==> src/design/clnw_pkg.sv <==
package clnw_pkg;

    localparam int unsigned ByteWidth = 8;
    localparam int unsigned NibbleWidth = 4;
    localparam int unsigned ActionWidth = 2;
    localparam int unsigned SlotWidth = 4;

    localparam logic [ByteWidth-1:0] LeadByte = 8'd195;
    localparam logic [ByteWidth-1:0] Terminator = 8'd0;
    localparam logic [1:0] CgramBaseTop = 2'b01;

    localparam logic [ByteWidth-1:0] WrapPositionReset = 8'd17;
    localparam logic [ByteWidth-1:0] WrapCommandReset = 8'd192;

    typedef enum logic [ActionWidth-1:0] {
        ACT_TEXT  = 2'd0,
        ACT_INSTR = 2'd1,
        ACT_DATA  = 2'd2,
        ACT_SLOT  = 2'd3
    } action_t;

    typedef enum logic [0:0] {
        CFG_WRAP_POSITION = 1'b0,
        CFG_WRAP_COMMAND  = 1'b1
    } cfg_index_t;

    typedef enum logic [1:0] {
        PH_WRAP_HIGH = 2'd0,
        PH_WRAP_LOW  = 2'd1,
        PH_MAIN_HIGH = 2'd2,
        PH_MAIN_LOW  = 2'd3
    } phase_t;

    typedef struct packed {
        logic                 wrap_en;
        logic [ByteWidth-1:0] wrap_byte;
        logic                 main_en;
        logic [ByteWidth-1:0] main_byte;
        logic                 main_rs;
    } job_t;

    typedef struct packed {
        logic       valid;
        logic [2:0] code;
    } glyph_t;

    function automatic glyph_t map_second(input logic [ByteWidth-1:0] b);
        glyph_t g;
        g.valid = 1'b1;
        unique case (b)
            8'd161:  g.code = 3'd0;
            8'd169:  g.code = 3'd1;
            8'd167:  g.code = 3'd2;
            8'd163:  g.code = 3'd3;
            8'd181:  g.code = 3'd4;
            default:
            begin
                g.valid = 1'b0;
                g.code  = 3'd0;
            end
        endcase
        return g;
    endfunction

endpackage

==> src/design/char_lcd_nibble_writer_unit.sv <==
// Character-LCD 4-bit writer.
// The input channel (in_valid/in_ready) takes one transaction per action:
// a text byte, an instruction byte, a raw data byte or a custom slot select.
// The output channel (out_valid/out_ready) gives one transaction per enable
// strobe: reg_select, a nibble, and last on the final strobe of an action.
// Each byte goes out high nibble first; a text byte at the wrap position is
// preceded by the wrap instruction, so one action makes zero to four strobes.
// The front end classifies an action in the cycle it is accepted and queues
// a job; it passes the queue and the job register to registered outputs.
// The back end emits one strobe per cycle while out_ready lets it, so
// throughput in actions is set by the strobe count of each action.
// The job queue holds QUEUE_DEPTH jobs; while the receiver stalls the queue
// fills and in_ready falls, and nothing is lost or repeated.
// Reset clears the character count, the lead-byte flag and the queue, and
// loads the wrap position 17 and the wrap instruction 192.
// Configuration writes are registered; they must be made while idle, which the block itself does not enforce.
module char_lcd_nibble_writer_unit #(
    parameter int unsigned QUEUE_DEPTH = 2
) (
    input  logic                                clk,
    input  logic                                rst_n,
    input  logic                                cfg_write,
    input  logic                                cfg_index,
    input  logic [clnw_pkg::ByteWidth-1:0]      cfg_data,
    input  logic                                in_valid,
    output logic                                in_ready,
    input  logic [clnw_pkg::ActionWidth-1:0]    action,
    input  logic [clnw_pkg::ByteWidth-1:0]      byte_value,
    input  logic [clnw_pkg::SlotWidth-1:0]      slot,
    output logic                                out_valid,
    input  logic                                out_ready,
    output logic                                reg_select,
    output logic [clnw_pkg::NibbleWidth-1:0]    nibble,
    output logic                                last
);

    logic           push_valid;
    logic           push_ready;
    clnw_pkg::job_t push_job;
    logic           pop_valid;
    logic           pop_ready;
    clnw_pkg::job_t pop_job;

    clnw_front u_front (
        .clk        (clk),
        .rst_n      (rst_n),
        .cfg_write  (cfg_write),
        .cfg_index  (cfg_index),
        .cfg_data   (cfg_data),
        .in_valid   (in_valid),
        .in_ready   (in_ready),
        .action     (action),
        .byte_value (byte_value),
        .slot       (slot),
        .push_ready (push_ready),
        .push_valid (push_valid),
        .push_job   (push_job)
    );

    clnw_fifo #(
        .DEPTH (QUEUE_DEPTH)
    ) u_fifo (
        .clk        (clk),
        .rst_n      (rst_n),
        .push_valid (push_valid),
        .push_ready (push_ready),
        .push_job   (push_job),
        .pop_valid  (pop_valid),
        .pop_ready  (pop_ready),
        .pop_job    (pop_job)
    );

    clnw_back u_back (
        .clk        (clk),
        .rst_n      (rst_n),
        .pop_valid  (pop_valid),
        .pop_ready  (pop_ready),
        .pop_job    (pop_job),
        .out_valid  (out_valid),
        .out_ready  (out_ready),
        .reg_select (reg_select),
        .nibble     (nibble),
        .last       (last)
    );

endmodule

==> src/design/clnw_front.sv <==
module clnw_front (
    input  logic                                  clk,
    input  logic                                  rst_n,
    input  logic                                  cfg_write,
    input  logic                                  cfg_index,
    input  logic [clnw_pkg::ByteWidth-1:0]        cfg_data,
    input  logic                                  in_valid,
    output logic                                  in_ready,
    input  logic [clnw_pkg::ActionWidth-1:0]      action,
    input  logic [clnw_pkg::ByteWidth-1:0]        byte_value,
    input  logic [clnw_pkg::SlotWidth-1:0]        slot,
    input  logic                                  push_ready,
    output logic                                  push_valid,
    output clnw_pkg::job_t                        push_job
);

    logic [clnw_pkg::ByteWidth-1:0] wrap_position_reg;
    logic [clnw_pkg::ByteWidth-1:0] wrap_command_reg;
    logic [clnw_pkg::ByteWidth-1:0] char_count_reg;
    logic [clnw_pkg::ByteWidth-1:0] char_count_next;
    logic                           lead_pending_reg;
    logic                           lead_pending_next;
    logic                           accept;
    clnw_pkg::job_t                 job;
    clnw_pkg::glyph_t               glyph;

    assign in_ready = push_ready;
    assign accept   = in_valid && in_ready;
    assign glyph    = clnw_pkg::map_second(byte_value);

    always_comb
    begin
        job.wrap_en       = 1'b0;
        job.wrap_byte     = wrap_command_reg;
        job.main_en       = 1'b0;
        job.main_byte     = byte_value;
        job.main_rs       = 1'b1;
        char_count_next   = char_count_reg;
        lead_pending_next = lead_pending_reg;
        unique case (clnw_pkg::action_t'(action))
            clnw_pkg::ACT_TEXT:
            begin
                priority if (byte_value == clnw_pkg::Terminator)
                begin
                    char_count_next   = '0;
                    lead_pending_next = 1'b0;
                end
                else if (lead_pending_reg)
                begin
                    job.main_en       = glyph.valid;
                    job.main_byte     = {5'd0, glyph.code};
                    lead_pending_next = 1'b0;
                    char_count_next   = char_count_reg + 8'd1;
                end
                else
                begin
                    job.wrap_en = (char_count_reg == wrap_position_reg);
                    if (byte_value == clnw_pkg::LeadByte)
                    begin
                        lead_pending_next = 1'b1;
                    end
                    else
                    begin
                        job.main_en     = 1'b1;
                        char_count_next = char_count_reg + 8'd1;
                    end
                end
            end
            clnw_pkg::ACT_INSTR:
            begin
                job.main_en = 1'b1;
                job.main_rs = 1'b0;
            end
            clnw_pkg::ACT_DATA:
            begin
                job.main_en = 1'b1;
            end
            clnw_pkg::ACT_SLOT:
            begin
                job.main_en   = ~slot[3];
                job.main_rs   = 1'b0;
                job.main_byte = {clnw_pkg::CgramBaseTop, slot[2:0], 3'b000};
            end
            default:
            begin
                job.main_en = 1'b0;
            end
        endcase
    end

    assign push_valid = accept && (job.wrap_en || job.main_en);
    assign push_job   = job;

    always_ff @(posedge clk or negedge rst_n)
    begin
        if (!rst_n)
        begin
            wrap_position_reg <= clnw_pkg::WrapPositionReset;
            wrap_command_reg  <= clnw_pkg::WrapCommandReset;
            char_count_reg    <= '0;
            lead_pending_reg  <= 1'b0;
        end
        else
        begin
            if (cfg_write)
            begin
                unique case (clnw_pkg::cfg_index_t'(cfg_index))
                    clnw_pkg::CFG_WRAP_POSITION: wrap_position_reg <= cfg_data;
                    clnw_pkg::CFG_WRAP_COMMAND:  wrap_command_reg  <= cfg_data;
                    default:                     wrap_command_reg  <= wrap_command_reg;
                endcase
            end
            if (accept)
            begin
                char_count_reg   <= char_count_next;
                lead_pending_reg <= lead_pending_next;
            end
        end
    end

endmodule

==> src/design/clnw_fifo.sv <==
module clnw_fifo #(
    parameter int unsigned DEPTH = 2
) (
    input  logic           clk,
    input  logic           rst_n,
    input  logic           push_valid,
    output logic           push_ready,
    input  clnw_pkg::job_t push_job,
    output logic           pop_valid,
    input  logic           pop_ready,
    output clnw_pkg::job_t pop_job
);

    localparam int unsigned PtrWidth = (DEPTH > 1) ? $clog2(DEPTH) : 1;
    localparam int unsigned CountWidth = $clog2(DEPTH + 1);
    localparam logic [PtrWidth-1:0] LastPtr = PtrWidth'(DEPTH - 1);
    localparam logic [PtrWidth-1:0] PtrOne = PtrWidth'(1);
    localparam logic [CountWidth-1:0] FullCount = CountWidth'(DEPTH);
    localparam logic [CountWidth-1:0] CountOne = CountWidth'(1);

    clnw_pkg::job_t          mem [DEPTH];
    logic [PtrWidth-1:0]     wr_ptr_reg;
    logic [PtrWidth-1:0]     rd_ptr_reg;
    logic [CountWidth-1:0]   count_reg;
    logic                    do_push;
    logic                    do_pop;

    assign push_ready = (count_reg != FullCount);
    assign pop_valid  = (count_reg != '0);
    assign do_push    = push_valid && push_ready;
    assign do_pop     = pop_valid && pop_ready;
    assign pop_job    = mem[rd_ptr_reg];

    always_ff @(posedge clk)
    begin
        if (do_push)
        begin
            mem[wr_ptr_reg] <= push_job;
        end
    end

    always_ff @(posedge clk or negedge rst_n)
    begin
        if (!rst_n)
        begin
            wr_ptr_reg <= '0;
            rd_ptr_reg <= '0;
            count_reg  <= '0;
        end
        else
        begin
            if (do_push)
            begin
                wr_ptr_reg <= (wr_ptr_reg == LastPtr) ? '0 : wr_ptr_reg + PtrOne;
            end
            if (do_pop)
            begin
                rd_ptr_reg <= (rd_ptr_reg == LastPtr) ? '0 : rd_ptr_reg + PtrOne;
            end
            if (do_push && !do_pop)
            begin
                count_reg <= count_reg + CountOne;
            end
            else if (do_pop && !do_push)
            begin
                count_reg <= count_reg - CountOne;
            end
        end
    end

endmodule

==> src/design/clnw_back.sv <==
module clnw_back (
    input  logic                                clk,
    input  logic                                rst_n,
    input  logic                                pop_valid,
    output logic                                pop_ready,
    input  clnw_pkg::job_t                      pop_job,
    output logic                                out_valid,
    input  logic                                out_ready,
    output logic                                reg_select,
    output logic [clnw_pkg::NibbleWidth-1:0]    nibble,
    output logic                                last
);

    clnw_pkg::job_t                       job_reg;
    logic                                 job_valid_reg;
    clnw_pkg::phase_t                     phase_reg;
    clnw_pkg::phase_t                     phase_next;
    logic                                 out_valid_reg;
    logic                                 reg_select_reg;
    logic [clnw_pkg::NibbleWidth-1:0]     nibble_reg;
    logic                                 last_reg;
    logic                                 emit;
    logic                                 final_step;
    logic                                 on_main;
    logic [clnw_pkg::ByteWidth-1:0]       cur_byte;

    assign on_main    = phase_reg[1];
    assign cur_byte   = on_main ? job_reg.main_byte : job_reg.wrap_byte;
    assign final_step = (phase_reg == clnw_pkg::PH_MAIN_LOW)
                     || ((phase_reg == clnw_pkg::PH_WRAP_LOW) && !job_reg.main_en);
    assign emit       = job_valid_reg && (!out_valid_reg || out_ready);
    assign pop_ready  = !job_valid_reg || (emit && final_step);

    always_comb
    begin
        unique case (phase_reg)
            clnw_pkg::PH_WRAP_HIGH: phase_next = clnw_pkg::PH_WRAP_LOW;
            clnw_pkg::PH_WRAP_LOW:  phase_next = clnw_pkg::PH_MAIN_HIGH;
            clnw_pkg::PH_MAIN_HIGH: phase_next = clnw_pkg::PH_MAIN_LOW;
            default:                phase_next = clnw_pkg::PH_WRAP_HIGH;
        endcase
        if (pop_valid && pop_ready)
        begin
            phase_next = pop_job.wrap_en ? clnw_pkg::PH_WRAP_HIGH : clnw_pkg::PH_MAIN_HIGH;
        end
    end

    always_ff @(posedge clk or negedge rst_n)
    begin
        if (!rst_n)
        begin
            job_valid_reg <= 1'b0;
            phase_reg     <= clnw_pkg::PH_WRAP_HIGH;
            out_valid_reg <= 1'b0;
        end
        else
        begin
            if (pop_ready)
            begin
                job_valid_reg <= pop_valid;
            end
            if (emit || pop_ready)
            begin
                phase_reg <= phase_next;
            end
            if (emit)
            begin
                out_valid_reg <= 1'b1;
            end
            else if (out_ready)
            begin
                out_valid_reg <= 1'b0;
            end
        end
    end

    always_ff @(posedge clk)
    begin
        if (pop_valid && pop_ready)
        begin
            job_reg <= pop_job;
        end
        if (emit)
        begin
            reg_select_reg <= on_main ? job_reg.main_rs : 1'b0;
            nibble_reg     <= phase_reg[0] ? cur_byte[3:0] : cur_byte[7:4];
            last_reg       <= final_step;
        end
    end

    assign out_valid  = out_valid_reg;
    assign reg_select = reg_select_reg;
    assign nibble     = nibble_reg;
    assign last       = last_reg;

endmodule
==> config.mk <==
export PLATFORM = sky130hd
export DESIGN_NAME = char_lcd_nibble_writer_unit
export DESIGN_NICKNAME = d
export VERILOG_FILES = /design/src/design/clnw_pkg.sv /design/src/design/char_lcd_nibble_writer_unit.sv /design/src/design/clnw_front.sv /design/src/design/clnw_fifo.sv /design/src/design/clnw_back.sv
export SDC_FILE = /design/constraint.sdc
export NUM_CORES = 1
export LEC_CHECK = 0
export BUFFER_PORTS_ARGS = -buffer_cell sky130_fd_sc_hd__buf_2
export CORE_UTILIZATION = 55
export DETAILED_ROUTE_END_ITERATION = 8
export GPL_TIMING_DRIVEN = 0
export PLACE_DENSITY = 0.74
export SKIP_LAST_GASP = 1
export SLEW_MARGIN = 20
export SYNTH_ARGS = -nofsm -noshare
export SYNTH_HDL_FRONTEND = slang
export SYNTH_SLANG_ARGS = --single-unit
==> constraint.sdc <==
create_clock -name clk -period 8.1 [get_ports clk]
set_clock_uncertainty 0.05 [all_clocks]
set_input_delay 1.62 -clock clk [delete_from_list [all_inputs] [get_ports clk]]
set_output_delay 1.62 -clock clk [all_outputs]
set_load 0.02 [all_outputs]
==> results.toml, run 1 <==
[run_status]
outcome = "completed"

[route]
via_per_inst = 5.417
routed_wl_mm = 6.889
first_pass_iters = 4
vias = 2362
ant_nets = 0
drc = 0
wl_per_cell_um = 15.80
initialDrtViolationCount = 77

[pwr]
combPwrFrac_pct = 25.7
switching_power_w = 0.0004200
totalPowerFinal_w = 0.001438
power.density_nw_per_um2 = 304.5
sw_frac_of_total_pct = 29.21
intPower_w = 0.001018
seqPwrFrac_pct = 51.1
p_clk_share_pct = 23.2
ir_drop_mv = 0.1239
p_leak_nw = 1.782

[hold_path]
hold_class = "reg -> reg"

[synth]
synth.avg_cell_area_um2 = 14.73
syn-cell-area_um2 = 4153
yosys_warnings = 0
synthTopCellsByCount = "edfxtp_1, mux2_2, dfrtp_1"
ys_types = 46
synth_ff_type = "edfxtp_1"
synth_edf_count = 62
async_reset_ff_share_pct = 34.74
synth_most_common_cell = "edfxtp_1"
synth.top_cell.area_share_pct = 44.83
synth_largest_area_cell = "edfxtp_1"
ys_seq_area_share_pct = 64.84
ys_top_cells_by_area = "edfxtp_1, dfrtp_1, mux2_2"
synthCells = 282
synth_nets = 319
ys_ff_latch = 95

[sta]
setup_tns_ps = 0
period_minus_slack_ps = 3491
setup_violations = 0
min_period_over_period_pct = 43.10
drv_slew = 0
whs_ps = 429.1
final-hold-violation-count = 0
tightest_slew_ps = 766.2
rsz0062_at_grt = "false"
fmax_ghz = 0.2864
max_slew_margin_pct = 48.92

[final_layout]
fillers = 565
drive_above_1_share_pct = 33.23
layout.nets = 369
finalNonFillerCells = 436
num_antenna_cells = 0
largest_reg_flops = 38
area_growth_pct = 13.71

[floorplan]
die_h_um = 88.90
die_x_um = 88.90
die_area_um2 = 7902
initial_core_util_pct = 56.95
fp-row-count = 31
core_um2 = 7292
io-pin-count = 36

[worst_setup_path]
required_ps = 8110
critPathLaunchType = "primary input"
end_kind = "flip-flop"
crit_chain = "buf_2 > inv_1 > ha_1 > buf_2 > inv_1 > a211o_2 > nor3_2 > a21oi_1 > nor3_2 > buf_4"
path_max_fanout = 9
cpPeakStageDelay_ps = 350
critPathKind = "in -> reg"
cp.arrival_ps = 3500
slowest_stage = "nor3_2"

[cts]
post-cts-setup-buffers = 0
cts.clk_slew.worst_paths_ps = 90
cts_sinks = 95
tritoncts = "yes"
root_buffer = "clkbuf_8"
cts_resized = 0
numCtsBuffers = 9
holdBufCountCts = 0
htreeDepth = 3
clk_latency_ps = 350
clk_path_buf_depth = 2

[place]
dpl.cell_count = 420
dpl.hpwl_mm = 5.106
portBuffers = 35
gp_congestion = 0.7905

[job]
drv_cap = 0

[grt]
grt-ovfl-total = 0
grt_max_degree = 34
antenna_found_initial = 0
grt_pass1_wl_mm = 11.60
grt_use_total_pct = 20.26
first_global_vias = 2383
## stage by stage
stage	setup WS [ps]	cell area [um^2]	util, %
final	4609	4722	64.76
after global routing	4409	4722	64.76
after CTS	4602	4722	64.76
after detailed placement	4219	4503	61.75
after global placement	2801	4452	61.05
after floorplan	3694	4153	-
## layout by cell type (no fill, tap or decap), types with 3 or more instances in the layout
cell,Yosys,layout
xor2_1,3,3
mux2_2,35,35
a21oi_1,6,5
xnor2_1,16,16
clkbuf_8,0,9
nor2_1,16,16
nor4_1,5,5
edfxtp_1,62,62
nand4_1,4,4
inv_1,9,9
nor2b_1,6,6
dfrtp_1,29,29
and2_1,3,3
buf_2,2,37
mux4_2,4,4
a22o_1,3,3
nor3_2,1,3
ha_1,9,9
nand2b_1,4,4
buf_4,0,4
nand2_1,14,14
dfstp_2,4,4
clkbuf_1,5,5
o21ai_0,7,7
nand3_1,5,5
## final timing paths
path | depth (start not counted) | startpoint | to | slack [ps]
max reg2reg | 11 | u_back.phase_reg[1] | u_fifo.count_reg[1] | 5300
min in group asynchronous | 1 | rst_n | u_back.phase_reg[0] | 1280
min reg2reg | 0 | u_front.wrap_command_reg[0] | u_fifo.mem[0][10] | 430
max in group asynchronous | 1 | rst_n | u_front.char_count_reg[5] | 6230
min | 0 | u_front.wrap_command_reg[0] | u_fifo.mem[0][10] | 430
max | 10 | action[1] | u_fifo.mem[0][17] | 4610
## area by class of cell
class	instances	area [um^2]	area share (%)
Buffer	8	40.04	0.8479
Clock buffer	9	123.9	2.623
Clock inverter	7	95.09	2.014
Inverter	9	33.78	0.7154
Multi-Input combinational cell	170	1408	29.81
Sequential cell	95	2693	57.02
Tap cell	99	123.9	2.623
Timing Repair Buffer	39	205.2	4.346
## logic make-up after synthesis
| family | synth area share (%) |
|---|---|
| AO/OA/AOI/OAI | 4.670 |
| XOR/XNOR | 4.007 |
| adder cells (fa/ha/maj) | 2.712 |
| buffers and inverters | 1.778 |
| flip-flops | 64.84 |
| multiplexers | 11.90 |
| AND/OR/NAND/NOR | 10.09 |
## power groups by stage
stage | registers, W | clock network [W] | logic (W)
final | 0.000734 | 0.000334 | 0.000370
after global routing | 0.000749 | 0.000363 | 0.000412
after CTS | 0.000737 | 0.000341 | 0.000376
after detailed placement | 0.000747 | 0 | 0.000373
after global placement | 0.000742 | 0 | 0.000346
after floorplan | 0.000743 | 0 | 0.000254
## critical path, delay by kind of cell
family,cells,cell delay [ps]
AOI/OAI and AO/OA,2,440
adders and majority gates,1,130
buffers and inverters,5,690
and+or+nand+nor,2,620
## routing by layer
metal  GRT usage (%)  up-vias  share of wire, %
li1                -     1142                 -
met1           27.11     1163                44
met2           31.96       44                51
met3           5.263       13               4.1
met4           8.211        0               1.7
met5               0        -                 0
(Power assumes the default switching activity.)
==> inputs of run 2 (changes only) <==
--- a/config.mk
+++ b/config.mk
@@ -6,10 +6,10 @@
 export NUM_CORES = 1
 export LEC_CHECK = 0
 export BUFFER_PORTS_ARGS = -buffer_cell sky130_fd_sc_hd__buf_2
-export CORE_UTILIZATION = 55
+export CORE_UTILIZATION = 53
 export DETAILED_ROUTE_END_ITERATION = 8
 export GPL_TIMING_DRIVEN = 0
-export PLACE_DENSITY = 0.74
+export PLACE_DENSITY = 0.75
 export SKIP_LAST_GASP = 1
 export SLEW_MARGIN = 20
 export SYNTH_ARGS = -nofsm -noshare
==> constraint.sdc (replaced) <==
create_clock -name clk -period 3 [get_ports clk]
set_clock_uncertainty 0.05 [all_clocks]
set_input_delay 0.6 -clock clk [delete_from_list [all_inputs] [get_ports clk]]
set_output_delay 0.6 -clock clk [all_outputs]
set_load 0.02 [all_outputs]
==> run 2 against run 1 <==
Clock power up 120%. Critical endpoint is now u_fifo.count_reg[1]. Sequential power rose to 2.7 times the previous value. Design area is 0.85% lower. Largest power group unchanged. Final cell count up 0.23%. Clock-buffer cell count did not move. Via count fell by 1.5%. Die area rose by 3.7%.
==> results.toml, run 2 (synthesized netlist as in run 1, its figures left out) <==
[place]
post_dp_cell_area_um2 = 4503
portBuffers = 35
gp_congestion = 0.7994
dpl.hpwl_mm = 4.775

[route]
via_per_inst = 5.323
vias = 2326
first_pass_iters = 5
ant_nets = 0
initialDrtViolationCount = 141
wl_per_cell_um = 15.52
drc = 0
routed_wl_mm = 6.781

[final_layout]
layout_common_cells = "edfxtp_1, buf_2, mux2_2"
num_antenna_cells = 0
multi_input_comb_area_um2 = 1416
fin_area_um2 = 4682
drive_above_1_share_pct = 33.43
fillers = 551
layout.nets = 370
layout_commonest_cell = "edfxtp_1"
area_growth_pct = 12.74
register_area_um2 = 2693
largest_reg_flops = 38

[grt]
grt_pass1_wl_mm = 11.01
grt-ovfl-total = 0
grt_max_degree = 34
first_global_vias = 2277
grt_use_total_pct = 17.72
antenna_found_initial = 0

[cts]
clk_latency_ps = 340
cts.clk_slew.worst_paths_ps = 90
tritoncts = "yes"
htreeDepth = 3
root_buffer = "clkbuf_8"
post-cts-setup-buffers = 0
cts_sinks = 95
numCtsBuffers = 9
clk_path_buf_depth = 2

[worst_setup_path]
reg2regPathDepth = 11
crit_chain = "clkbuf_1 > inv_1 > ha_1 > nor2b_1 > o21ai_1 > a21oi_4 > inv_1 > ha_1 > xor2_1 > nor2_1 > xor2_1"
required_ps = 3190
cpPeakStageDelay_ps = 380
cp.arrival_ps = 2710
critPathLaunchType = "flip-flop"
critPathKind = "reg -> reg"
slowest_stage = "dfrtp_1"
path_max_fanout = 12
end_kind = "flip-flop"

[floorplan]
die_area_um2 = 8193
die_h_um = 90.52
die_x_um = 90.52
fp-row-count = 31
io-pin-count = 36
initial_core_util_pct = 56.05
core_um2 = 7408

[sta]
max_slew_margin_pct = 48.60
min_period_over_period_pct = 84.09
tightest_slew_ps = 771.0
fmax_ghz = 0.3964
final-hold-violation-count = 0
whs_ps = 258.6
rsz0062_at_grt = "false"
drv_slew = 0
setup_violations = 0
period_minus_slack_ps = 2523

[pwr]
seqPwrFrac_pct = 53.5
combPwrFrac_pct = 26.8
sw_frac_of_total_pct = 30.35
switching_power_w = 0.001124
intPower_w = 0.002580
totalPowerFinal_w = 0.003704
p_leak_nw = 1.756
p_clk_share_pct = 19.8
ir_drop_mv = 0.3510
power.density_nw_per_um2 = 791.1

[job]
drv_cap = 0

[hold_path]
hold_class = "in -> async"

[run_status]
outcome = "completed"
run 2: through the flow:
stage | setup TNS, ps | util [%] | setup WS (ps) | instances
floorplan | -14680 | - | -386.4 | 282
global placement | -49580 | 60.14 | -1307 | 416
detailed placement | 0 | 60.78 | 216.3 | 420
CTS | 0 | 63.08 | 194.9 | 436
global route | 0 | 63.20 | 214.8 | 437
finish | 0 | 63.20 | 477.2 | 437
run 2: final timing paths:
kind / slack (ps) / from / endpoint
hold / removal: 260 / rst_n / u_back.out_valid
setup / recovery: 480 / u_back.phase_reg[1] / u_fifo.count_reg[1]
hold reg to reg: 420 / u_front.wrap_command_reg[3] / u_fifo.mem[1][13]
setup reg to reg: 480 / u_back.phase_reg[1] / u_fifo.count_reg[1]
max in group asynchronous: 2130 / rst_n / u_front.lead_pending_reg
min in group clk: 420 / u_front.wrap_command_reg[3] / u_fifo.mem[1][13]
run 2: what timing repair did:
action	in CTS	in global routing
setup endpoints to repair	0	1
hold buffers	0	0
gates resized for setup	0	1
run 2: layer usage:
metal	routed length, um	part of all wire (%)	vias to the layer above	global-route usage, %
met1	3137	46	1132	22.98
met2	3402	50	46	29.10
met3	199	2.9	4	4.293
met5	0	0	-	0
li1	-	-	1144	-
met4	42	0.62	0	6.317
run 2: power groups by stage:
stage	clock network, W	registers (W)	logic, W
finish	0.000732	0.00198	0.000991
global route	0.000811	0.00201	0.00110
CTS	0.000757	0.00198	0.000991
detailed placement	0	0.00201	0.000987
global placement	0	0.00200	0.000930
floorplan	0	0.00200	0.000690
run 2: area by class of cell:
| cell class | instances | area share [%] |
|---|---|---|
| sequential | 95 | 57.51 |
| tap | 99 | 2.646 |
| inverter | 9 | 0.7215 |
| clock inverter | 7 | 0.9888 |
| timing repair buffer | 39 | 4.383 |
| buffer | 8 | 0.8552 |
| multi-input combinational | 171 | 30.25 |
| clock buffer | 9 | 2.646 |
run 2: critical path: cells and delay by family (launching register included):
family / cells / cell delay (ps)
compound gates: 2 / 550
xor+xnor: 2 / 290
fa+ha+maj: 2 / 360
buf+inv: 3 / 570
flops: 1 / 380
simple gates: 2 / 200
